--- src/rtl/ddo_pkg.sv ---
// ----------------------------------------------------------------------------
// ddo_pkg
// Shared constants, tables and types of the differential drive odometry core.
// ----------------------------------------------------------------------------
package ddo_pkg;

  localparam int FRAC_BITS    = 16;
  localparam int CORDIC_STEPS = 24;

  localparam int RADIUS_W = 20;
  localparam int GAIN_W   = 36;
  localparam int DT_W     = 24;
  localparam int CORDIC_W = 30;
  localparam int Z_W      = 34;
  localparam int MD_N_W   = 7;

  localparam logic [RADIUS_W-1:0] RADIUS_RST = 20'd11469;
  localparam logic [GAIN_W-1:0]   GAIN_RST   = 36'd854456594;

  localparam logic [CORDIC_W-1:0] CORDIC_GAIN = 30'd40752055;
  localparam logic [63:0]         MICROS      = 64'd1000000;
  localparam logic [63:0]         YAW_K       = 64'd3373259426000000;
  localparam int                  MICROS_W    = 20;
  localparam int                  YAW_K_W     = 52;

  localparam logic [29:0] ATAN_TAB [32] = '{
    30'd536870912, 30'd316933406, 30'd167458907, 30'd85004756, 30'd42667331,
    30'd21354465, 30'd10679838, 30'd5340245, 30'd2670163, 30'd1335087,
    30'd667544, 30'd333772, 30'd166886, 30'd83443, 30'd41722, 30'd20861,
    30'd10430, 30'd5215, 30'd2608, 30'd1304, 30'd652, 30'd326, 30'd163,
    30'd81, 30'd41, 30'd20, 30'd10, 30'd5, 30'd3, 30'd1, 30'd1, 30'd0
  };

  typedef enum logic {
    MD_MUL,
    MD_DIV
  } md_op_e;

  typedef struct packed {
    logic              start;
    md_op_e            op;
    logic [MD_N_W-1:0] nbits;
  } md_req_t;

  typedef enum logic [3:0] {
    S_IDLE,
    S_SUM,
    S_DIF,
    S_TH,
    S_X,
    S_Y,
    S_LIN,
    S_LDIV,
    S_YAW,
    S_YDIV,
    S_DONE
  } state_e;

endpackage

--- src/rtl/ddo_muldiv.sv ---
// ----------------------------------------------------------------------------
// ddo_muldiv
// Shared serial unit: shift-add multiply or restoring divide, one bit a cycle.
// ----------------------------------------------------------------------------
module ddo_muldiv import ddo_pkg::*; (
  input  logic          clk_i,
  input  logic          rst_ni,
  input  md_req_t       req_i,
  input  logic [63:0]   a_i,
  input  logic [63:0]   b_i,
  output logic          done_o,
  output logic [127:0]  acc_o
);

  logic [127:0]      acc_q, acc_d;
  logic [63:0]       bsh_q, bsh_d;
  logic [63:0]       den_q;
  md_op_e            op_q;
  logic [MD_N_W-1:0] cnt_q;
  logic              busy_q, done_q;
  logic [63:0]       rem_t;
  logic              qbit;

  always_comb begin
    rem_t  = acc_q[126:63];
    qbit   = 1'b0;
    bsh_d  = bsh_q;
    unique case (op_q)
      MD_MUL: begin
        acc_d = {acc_q[126:0], 1'b0} + (bsh_q[63] ? {64'd0, a_i} : 128'd0);
        bsh_d = {bsh_q[62:0], 1'b0};
      end
      MD_DIV: begin
        if (rem_t >= den_q) begin
          rem_t = rem_t - den_q;
          qbit  = 1'b1;
        end
        acc_d = {rem_t, acc_q[62:0], qbit};
      end
      default: acc_d = acc_q;
    endcase
  end

  always_ff @(posedge clk_i or negedge rst_ni) begin
    if (!rst_ni) begin
      busy_q <= 1'b0;
      done_q <= 1'b0;
      cnt_q  <= '0;
      op_q   <= MD_MUL;
    end else if (req_i.start) begin
      busy_q <= 1'b1;
      done_q <= 1'b0;
      op_q   <= req_i.op;
      cnt_q  <= (req_i.op == MD_MUL) ? req_i.nbits : MD_N_W'(64);
    end else if (busy_q) begin
      cnt_q <= cnt_q - MD_N_W'(1);
      if (cnt_q == MD_N_W'(1)) begin
        busy_q <= 1'b0;
        done_q <= 1'b1;
      end
    end else begin
      done_q <= 1'b0;
    end
  end

  always_ff @(posedge clk_i) begin
    if (req_i.start) begin
      den_q <= b_i;
      if (req_i.op == MD_MUL) begin
        acc_q <= '0;
        bsh_q <= b_i << (MD_N_W'(64) - req_i.nbits);
      end else begin
        acc_q <= {64'd0, a_i};
      end
    end else if (busy_q) begin
      acc_q <= acc_d;
      bsh_q <= bsh_d;
    end
  end

  assign done_o = done_q;
  assign acc_o  = acc_q;

endmodule

--- src/rtl/ddo_cordic.sv ---
// ----------------------------------------------------------------------------
// ddo_cordic
// Iterative rotation CORDIC: cosine and sine of a binary angle, Q26.
// ----------------------------------------------------------------------------
module ddo_cordic import ddo_pkg::*; (
  input  logic                       clk_i,
  input  logic                       rst_ni,
  input  logic                       start_i,
  input  logic [31:0]                angle_i,
  output logic                       done_o,
  output logic signed [CORDIC_W-1:0] cos_o,
  output logic signed [CORDIC_W-1:0] sin_o
);

  localparam int CNT_W = $clog2(CORDIC_STEPS);

  logic signed [CORDIC_W-1:0] x_q, y_q, xs, ys;
  logic signed [Z_W-1:0]      z_q, z0, za;
  logic                       flip_q, flip0;
  logic [CNT_W-1:0]           cnt_q;
  logic                       busy_q, done_q;

  function automatic logic signed [CORDIC_W-1:0] shr_tz(logic signed [CORDIC_W-1:0] v,
                                                        logic [4:0] s);
    logic [CORDIC_W-1:0] m;
    m = v[CORDIC_W-1] ? CORDIC_W'(-v) : CORDIC_W'(v);
    m = m >> s;
    return v[CORDIC_W-1] ? -$signed(m) : $signed(m);
  endfunction

  always_comb begin
    z0    = {{(Z_W-32){angle_i[31]}}, angle_i};
    flip0 = 1'b0;
    if (z0 > Z_W'(64'sd1073741824)) begin
      z0    = z0 - Z_W'(64'sd2147483648);
      flip0 = 1'b1;
    end else if (z0 < -Z_W'(64'sd1073741824)) begin
      z0    = z0 + Z_W'(64'sd2147483648);
      flip0 = 1'b1;
    end
    xs = shr_tz(x_q, 5'(cnt_q));
    ys = shr_tz(y_q, 5'(cnt_q));
    za = $signed({{(Z_W-30){1'b0}}, ATAN_TAB[5'(cnt_q)]});
  end

  always_ff @(posedge clk_i or negedge rst_ni) begin
    if (!rst_ni) begin
      busy_q <= 1'b0;
      done_q <= 1'b0;
      cnt_q  <= '0;
    end else if (start_i) begin
      busy_q <= 1'b1;
      done_q <= 1'b0;
      cnt_q  <= '0;
    end else if (busy_q) begin
      cnt_q <= cnt_q + CNT_W'(1);
      if (cnt_q == CNT_W'(CORDIC_STEPS - 1)) begin
        busy_q <= 1'b0;
        done_q <= 1'b1;
      end
    end
  end

  always_ff @(posedge clk_i) begin
    if (start_i) begin
      x_q    <= $signed(CORDIC_GAIN);
      y_q    <= '0;
      z_q    <= z0;
      flip_q <= flip0;
    end else if (busy_q) begin
      if (!z_q[Z_W-1]) begin
        x_q <= x_q - ys;
        y_q <= y_q + xs;
        z_q <= z_q - za;
      end else begin
        x_q <= x_q + ys;
        y_q <= y_q - xs;
        z_q <= z_q + za;
      end
    end
  end

  assign done_o = done_q;
  assign cos_o  = flip_q ? -x_q : x_q;
  assign sin_o  = flip_q ? -y_q : y_q;

endmodule

--- src/rtl/ddo_regs.sv ---
// ----------------------------------------------------------------------------
// ddo_regs
// APB register file: wheel radius at 0x0, turn gain at 0x8.
// ----------------------------------------------------------------------------
module ddo_regs import ddo_pkg::*; (
  input  logic                clk_i,
  input  logic                rst_ni,
  input  logic                psel,
  input  logic                penable,
  input  logic                pwrite,
  input  logic [3:0]          paddr,
  input  logic [63:0]         pwdata,
  output logic [63:0]         prdata,
  output logic                pready,
  output logic [RADIUS_W-1:0] radius_o,
  output logic [GAIN_W-1:0]   gain_o
);

  logic [RADIUS_W-1:0] radius_q;
  logic [GAIN_W-1:0]   gain_q;
  logic                wr;

  assign wr     = psel && penable && pwrite && (paddr[2:0] == 3'd0);
  assign pready = 1'b1;

  always_ff @(posedge clk_i or negedge rst_ni) begin
    if (!rst_ni) begin
      radius_q <= RADIUS_RST;
      gain_q   <= GAIN_RST;
    end else if (wr) begin
      if (paddr[3]) gain_q <= pwdata[GAIN_W-1:0];
      else          radius_q <= pwdata[RADIUS_W-1:0];
    end
  end

  always_comb begin
    if (paddr[2:0] != 3'd0) prdata = '0;
    else if (paddr[3])      prdata = {{(64-GAIN_W){1'b0}}, gain_q};
    else                    prdata = {{(64-RADIUS_W){1'b0}}, radius_q};
  end

  assign radius_o = radius_q;
  assign gain_o   = gain_q;

endmodule

--- src/rtl/diff_drive_odometry_core.sv ---
// ----------------------------------------------------------------------------
// diff_drive_odometry_core
// Two-wheel dead-reckoning odometry with a shared serial arithmetic unit.
// ----------------------------------------------------------------------------
// Input beats carry absolute left/right wheel angles and elapsed microseconds;
// each accepted beat yields one output beat with pose, speeds and a rates
// valid flag. The APB port sets wheel radius and turn gain; the user must set
// them only while idle, which the block does not enforce. The first beat
// after reset only seeds the reference angles. For every later beat the
// serial multiply/divide unit retires one bit a cycle through nine operations
// (two 20-bit, one 36-bit, two 30-bit, 20-bit and 52-bit multiplies, and
// two 64-step divides); the 24-step CORDIC runs alongside. With zero elapsed
// time the last two multiplies and both divides are skipped. in_ready_o is high
// only when no beat is in work. The result sits in an output register, so a
// new input beat is taken while it waits; a stalled receiver holds the next
// result in the final step until the register frees. Reset clears pose,
// references and the seeded flag and restores the register defaults.
// ----------------------------------------------------------------------------
module diff_drive_odometry_core import ddo_pkg::*; (
  input  logic               clk_i,
  input  logic               rst_ni,
  input  logic               psel,
  input  logic               penable,
  input  logic               pwrite,
  input  logic [3:0]         paddr,
  input  logic [63:0]        pwdata,
  output logic [63:0]        prdata,
  output logic               pready,
  input  logic               in_valid_i,
  output logic               in_ready_o,
  input  logic signed [31:0] left_wheel_angle_i,
  input  logic signed [31:0] right_wheel_angle_i,
  input  logic [DT_W-1:0]    elapsed_us_i,
  output logic               out_valid_o,
  input  logic               out_ready_i,
  output logic signed [31:0] pos_x_o,
  output logic signed [31:0] pos_y_o,
  output logic signed [31:0] heading_o,
  output logic signed [31:0] lin_vel_o,
  output logic signed [31:0] yaw_rate_o,
  output logic               rates_valid_o
);

  logic [RADIUS_W-1:0] radius;
  logic [GAIN_W-1:0]   gain;

  ddo_regs u_regs (
    .clk_i, .rst_ni, .psel, .penable, .pwrite, .paddr, .pwdata, .prdata, .pready,
    .radius_o(radius), .gain_o(gain)
  );

  state_e state_q, state_d;
  logic   started_q, started_d;
  logic   seeded_q;

  logic [31:0] left_ref_q, right_ref_q, x_q, y_q, th_q, lin_q, yaw_q;
  logic        valid_q;
  logic [32:0] sabs_q, dabs_q;
  logic        sneg_q, dneg_q;
  logic [DT_W-1:0] dt_q;
  logic [63:0] sum_q, dif_q, dth_q, lq_q;

  logic [31:0] ox_q, oy_q, oth_q, olin_q, oyaw_q;
  logic        ovalid_q, out_v_q;

  md_req_t      md_req;
  logic [63:0]  md_a, md_b;
  logic         md_done;
  logic [127:0] md_acc;

  logic                       cd_start, cd_done;
  logic signed [CORDIC_W-1:0] cd_cos, cd_sin;

  logic        accept, load_out;
  logic [32:0] dl, dr, s33, d33;
  logic [CORDIC_W-1:0] cmag, smag;
  logic        cneg, sn;

  ddo_muldiv u_md (
    .clk_i, .rst_ni, .req_i(md_req), .a_i(md_a), .b_i(md_b),
    .done_o(md_done), .acc_o(md_acc)
  );

  ddo_cordic u_cd (
    .clk_i, .rst_ni, .start_i(cd_start), .angle_i(th_q),
    .done_o(cd_done), .cos_o(cd_cos), .sin_o(cd_sin)
  );

  function automatic logic [31:0] sat32(logic neg, logic [63:0] m);
    if (neg) return (m >= 64'h8000_0000) ? 32'h8000_0000 : 32'(64'd0 - m);
    return (m > 64'h7FFF_FFFF) ? 32'h7FFF_FFFF : m[31:0];
  endfunction

  function automatic logic [31:0] acc_sat(logic [31:0] acc, logic neg, logic [39:0] m);
    logic signed [41:0] s;
    s = $signed({{10{acc[31]}}, acc}) + (neg ? -$signed({2'b00, m}) : $signed({2'b00, m}));
    if (s > 42'sd2147483647)  return 32'h7FFF_FFFF;
    if (s < -42'sd2147483648) return 32'h8000_0000;
    return s[31:0];
  endfunction

  assign in_ready_o = (state_q == S_IDLE);
  assign accept     = in_valid_i && in_ready_o;
  assign cd_start   = accept && seeded_q;
  assign load_out   = (state_q == S_DONE) && (!out_v_q || out_ready_i);

  assign dl  = {1'b0, 32'(left_wheel_angle_i - left_ref_q)};
  assign dr  = {1'b0, 32'(right_wheel_angle_i - right_ref_q)};
  assign s33 = {dl[31], dl[31:0]} + {dr[31], dr[31:0]};
  assign d33 = {dr[31], dr[31:0]} - {dl[31], dl[31:0]};

  assign cneg = cd_cos[CORDIC_W-1];
  assign sn   = cd_sin[CORDIC_W-1];
  assign cmag = cneg ? CORDIC_W'(-cd_cos) : CORDIC_W'(cd_cos);
  assign smag = sn ? CORDIC_W'(-cd_sin) : CORDIC_W'(cd_sin);

  always_comb begin
    state_d      = state_q;
    started_d    = started_q;
    md_req.start = 1'b0;
    md_req.op    = MD_MUL;
    md_req.nbits = MD_N_W'(RADIUS_W);
    md_a         = '0;
    md_b         = '0;
    unique case (state_q)
      S_SUM: begin md_a = 64'(sabs_q); md_b = 64'(radius); end
      S_DIF: begin md_a = 64'(dabs_q); md_b = 64'(radius); end
      S_TH:  begin md_a = dif_q; md_b = 64'(gain); md_req.nbits = MD_N_W'(GAIN_W); end
      S_X:   begin md_a = sum_q >> 17; md_b = 64'(cmag); md_req.nbits = MD_N_W'(CORDIC_W); end
      S_Y:   begin md_a = sum_q >> 17; md_b = 64'(smag); md_req.nbits = MD_N_W'(CORDIC_W); end
      S_LIN: begin md_a = sum_q; md_b = MICROS; md_req.nbits = MD_N_W'(MICROS_W); end
      S_LDIV, S_YDIV: begin
        md_a = lq_q; md_b = 64'(dt_q); md_req.op = MD_DIV;
      end
      S_YAW: begin md_a = dth_q; md_b = YAW_K; md_req.nbits = MD_N_W'(YAW_K_W); end
      default: ;
    endcase
    unique case (state_q)
      S_IDLE: begin
        if (accept) state_d = seeded_q ? S_SUM : S_DONE;
        started_d = 1'b0;
      end
      S_DONE: if (load_out) state_d = S_IDLE;
      default: begin
        if (!started_q && (state_q != S_X || cd_done)) begin
          md_req.start = 1'b1;
          started_d    = 1'b1;
        end else if (started_q && md_done) begin
          started_d = 1'b0;
          unique case (state_q)
            S_SUM:  state_d = S_DIF;
            S_DIF:  state_d = S_TH;
            S_TH:   state_d = S_X;
            S_X:    state_d = S_Y;
            S_Y:    state_d = (dt_q == '0) ? S_DONE : S_LIN;
            S_LIN:  state_d = S_LDIV;
            S_LDIV: state_d = S_YAW;
            S_YAW:  state_d = S_YDIV;
            default: state_d = S_DONE;
          endcase
        end
      end
    endcase
  end

  always_ff @(posedge clk_i or negedge rst_ni) begin
    if (!rst_ni) begin
      state_q     <= S_IDLE;
      started_q   <= 1'b0;
      seeded_q    <= 1'b0;
      left_ref_q  <= '0;
      right_ref_q <= '0;
      x_q         <= '0;
      y_q         <= '0;
      th_q        <= '0;
      out_v_q     <= 1'b0;
    end else begin
      state_q   <= state_d;
      started_q <= started_d;
      if (accept) begin
        seeded_q    <= 1'b1;
        left_ref_q  <= left_wheel_angle_i;
        right_ref_q <= right_wheel_angle_i;
      end
      if (started_q && md_done) begin
        unique case (state_q)
          S_TH: th_q <= th_q + (dneg_q ? 32'(32'd0 - md_acc[FRAC_BITS+16 +: 32])
                                       : md_acc[FRAC_BITS+16 +: 32]);
          S_X:  x_q  <= acc_sat(x_q, sneg_q ^ cneg, md_acc[26 +: 40]);
          S_Y:  y_q  <= acc_sat(y_q, sneg_q ^ sn, md_acc[26 +: 40]);
          default: ;
        endcase
      end
      if (load_out)         out_v_q <= 1'b1;
      else if (out_ready_i) out_v_q <= 1'b0;
    end
  end

  always_ff @(posedge clk_i) begin
    if (accept) begin
      sabs_q  <= s33[32] ? 33'(-s33) : s33;
      sneg_q  <= s33[32];
      dabs_q  <= d33[32] ? 33'(-d33) : d33;
      dneg_q  <= d33[32];
      dt_q    <= elapsed_us_i;
      lin_q   <= '0;
      yaw_q   <= '0;
      valid_q <= 1'b0;
    end
    if (started_q && md_done) begin
      unique case (state_q)
        S_SUM:  sum_q <= md_acc[63:0];
        S_DIF:  dif_q <= md_acc[63:0];
        S_TH:   dth_q <= md_acc[FRAC_BITS+16 +: 64];
        S_LIN:  lq_q  <= md_acc[17 +: 64];
        S_LDIV: begin
          lin_q <= sat32(sneg_q, md_acc[63:0]);
          lq_q  <= md_acc[(61-FRAC_BITS) +: 64];
        end
        S_YAW:  lq_q  <= md_acc[(61-FRAC_BITS) +: 64];
        S_YDIV: begin
          yaw_q   <= sat32(dneg_q, md_acc[63:0]);
          valid_q <= 1'b1;
        end
        default: ;
      endcase
    end
    if (load_out) begin
      ox_q     <= x_q;
      oy_q     <= y_q;
      oth_q    <= th_q;
      olin_q   <= lin_q;
      oyaw_q   <= yaw_q;
      ovalid_q <= valid_q;
    end
  end

  assign out_valid_o   = out_v_q;
  assign pos_x_o       = ox_q;
  assign pos_y_o       = oy_q;
  assign heading_o     = oth_q;
  assign lin_vel_o     = olin_q;
  assign yaw_rate_o    = oyaw_q;
  assign rates_valid_o = ovalid_q;

endmodule

--- config.mk ---
export PLATFORM = sky130hd
export DESIGN_NAME = diff_drive_odometry_core
export DESIGN_NICKNAME = d
export VERILOG_FILES = /design/src/rtl/ddo_pkg.sv /design/src/rtl/ddo_muldiv.sv /design/src/rtl/ddo_cordic.sv /design/src/rtl/ddo_regs.sv /design/src/rtl/diff_drive_odometry_core.sv
export SDC_FILE = /design/constraint.sdc
export NUM_CORES = 2
export LEC_CHECK = 0
export BUFFER_PORTS_ARGS = -buffer_cell sky130_fd_sc_hd__buf_2
export CAP_MARGIN = 20
export CORE_ASPECT_RATIO = 0.9
export CORE_MARGIN = 1
export CORE_UTILIZATION = 30
export CTS_BUF_LIST = sky130_fd_sc_hd__clkbuf_4 sky130_fd_sc_hd__clkbuf_8
export CTS_CLUSTER_SIZE = 40
export DETAILED_ROUTE_END_ITERATION = 8
export SYNTH_ARGS = -nofsm -noshare
export SYNTH_HDL_FRONTEND = slang
export SYNTH_HIERARCHICAL = 1
export SYNTH_SLANG_ARGS = --single-unit
--- constraint.sdc ---
create_clock -name clk_i -period 10.3 [get_ports clk_i]
set_input_delay 1.03 -clock clk_i [delete_from_list [all_inputs] [get_ports clk_i]]
set_output_delay 1.03 -clock clk_i [all_outputs]
set_load 0.005 [all_outputs]
==> metrics.cfg <==
[global_route]
grt_max_degree = 129
grt_pass1_vias = 76390
antenna_found_initial = 38
grt_use_total = 0.2189
grt-ovfl-total = 0
grt_pass1_wl_um = 517700

[drt]
vias_per_cell = 5.671
drt_wl_total_um = 356800
drcViolationCount = 1
vias = 85240
routedWlPerCell_um = 23.74
drtPass1Iterations = 9
drt-initial-drc-count = 11350
detail-route-antenna-nets = 0

[floorplan]
initial_core_util = 0.3016
die_x_um = 587.5
ios = 391
coreArea_mm2 = 0.3069
core.rowCount = 193
die-area_mm2 = 0.3107
die_height_um = 528.9

[logic_synthesis]
ys_warn_count = 6
synthCells = 10530
syn_area_per_cell_um2 = 8.786
syn_area_mm2 = 0.09256

[sta]
fin_crit_sh = 0.9342
drv_slew = 0
tightest_slew_ns = 1.253
fin_worst_skew_ns = 0.1482
rsz0062_at_grt = false
fmax_mhz = 103.9
setup_tns_ns = 0
period_needed_ns = 9.622
final_hold_viol_count = 0
setup_viol = 0
slew_headroom = 0.1584
timing.hold.ws_ns = 0.1192

[clocking]
cts_tree = done
worst_skew_pair.late_latency_ns = 1.09
post_cts_resized = 0
cts.sinks = 1163
post_cts_buffers = 0
clk_pin_slew_worst_paths_ns = 0.07
hold_buffers = 0
clk_path_buf_depth = 4
cts_inserted_buffers = 211
root_buffer = clkbuf_8
htree_levels = 4

[critical_path]
cp_data_required_time_ns = 11.21
r2r-start = u_cd/y_q[0]
crit_fanout = 13
crit_top_cell = o21ai_0
cp_slowest_stage_delay_ns = 0.73
setup.worst_path.start = u_cd/y_q[0]
cp.arrival_ns = 10.54
crit_type = reg2reg
critical_path.slowest_cell = mux4_2
crit_path_start_kind = flop
crit_path_end_kind = flop

[outcome]
outcome = finished with violations
violations = DRC

[hold_path]
holdCritPathClass = in2async

[place]
io_buffer_count = 333
gp_congestion = 1.034
hpwl_um = 268900

[layout]
drive_gt1_frac = 0.1279
area_delta_synth_final_pct = 11.82
nets = 11380

[job]
drv_cap = 0

[worst paths after layout]
path | cells after the start | endpoint | slack [ns]
setup / recovery | 28 | u_cd/x_q[29] | 0.68
hold / removal | 1 | u_regs/radius_o[9] | 0.12
setup reg to reg | 28 | u_cd/x_q[29] | 0.68
hold reg to reg | 0 | yaw_rate_o[17] | 0.43
max in group asynchronous | 3 | right_ref_q[5] | 8.04
min in group clk_i | 1 | dt_q[17] | 0.13
[cells in the final DEF (no fill, tap or decap), types with 64 or more instances in the layout]
cell and count:
and2_1 142, o211ai_1 95, a31oi_1 104, edfxtp_1 798, buf_4 212, dfxtp_1 123
o21ai_0 790, a21o_1 202, o21bai_1 86, dfrtp_1 209, clkbuf_4 74, a221o_1 64
nor4_1 81, nor2b_1 81, o21a_1 72, or3_1 110, nor3_1 206, and3_1 79
a21oi_1 735, nand2_1 1177, buf_2 333, a211oi_1 105, mux2i_1 142, inv_1 358
xnor2_1 532, clkbuf_8 236, o22ai_1 121, mux2_2 125, ha_1 496, conb_1 91
nand3_1 229, a222oi_1 78, nor2_1 847, xor2_1 312, o31ai_1 94, nand2b_1 91
nand4_1 118
[layer usage]
metal,track usage,up-vias,wire length (um)
met5,0,-,145
met4,0.08609,26,14250
met3,0.05260,596,38480
met2,0.3063,4206,143600
met1,0.3190,41090,160300
li1,-,39320,-
[registers in the layout, indices dropped and copies added, names as in the netlist, 33 cells and up]
| register | flops |
|---|---|
| u_md/acc_o | 127 |
| u_cd/z_q | 34 |
| dth_q | 64 |
| u_regs/gain_o | 36 |
| lq_q | 64 |
| sum_q | 64 |
| dif_q | 64 |
| sabs_q | 33 |
| u_md/bsh_q | 64 |
| u_md/den_q | 64 |
[area by class of cell]
type	instances	area [um2]
multi-input cells	8414	56390
inverters	366	1381
diodes	56	140.1
flip-flops and latches	1163	32520
fillers	31840	203400
repair buffers	554	3418
clock buffers	310	3804
well taps	4095	5124
clock inverters	73	716.9
[metrics by stage]
stage / setup WS [ns] / std cells / util / cell area [um2]
finish: 0.6780 / 15030 / 0.3372 / 103500
global route: 0.1066 / 15020 / 0.3371 / 103500
CTS: 0.8889 / 14960 / 0.3363 / 103200
detailed placement: 0.9038 / 14580 / 0.3216 / 98710
global placement: 0.9181 / 14580 / 0.3216 / 98710
floorplan: 2.028 / 10620 / - / 92880
[critical path: cells and delay by family (launching register included)]
family,cells,cell delay [ns]
mux,2,1.13
compound gates,11,3.38
buf+inv,1,0.18
simple gates,9,3.14
fa+ha+maj,2,0.67
xor+xnor,3,0.55
flops,1,0.50
Power is left out: the tool's default activity adds up to more than one toggle a clock period on the data nets, which glitch-free logic cannot reach.
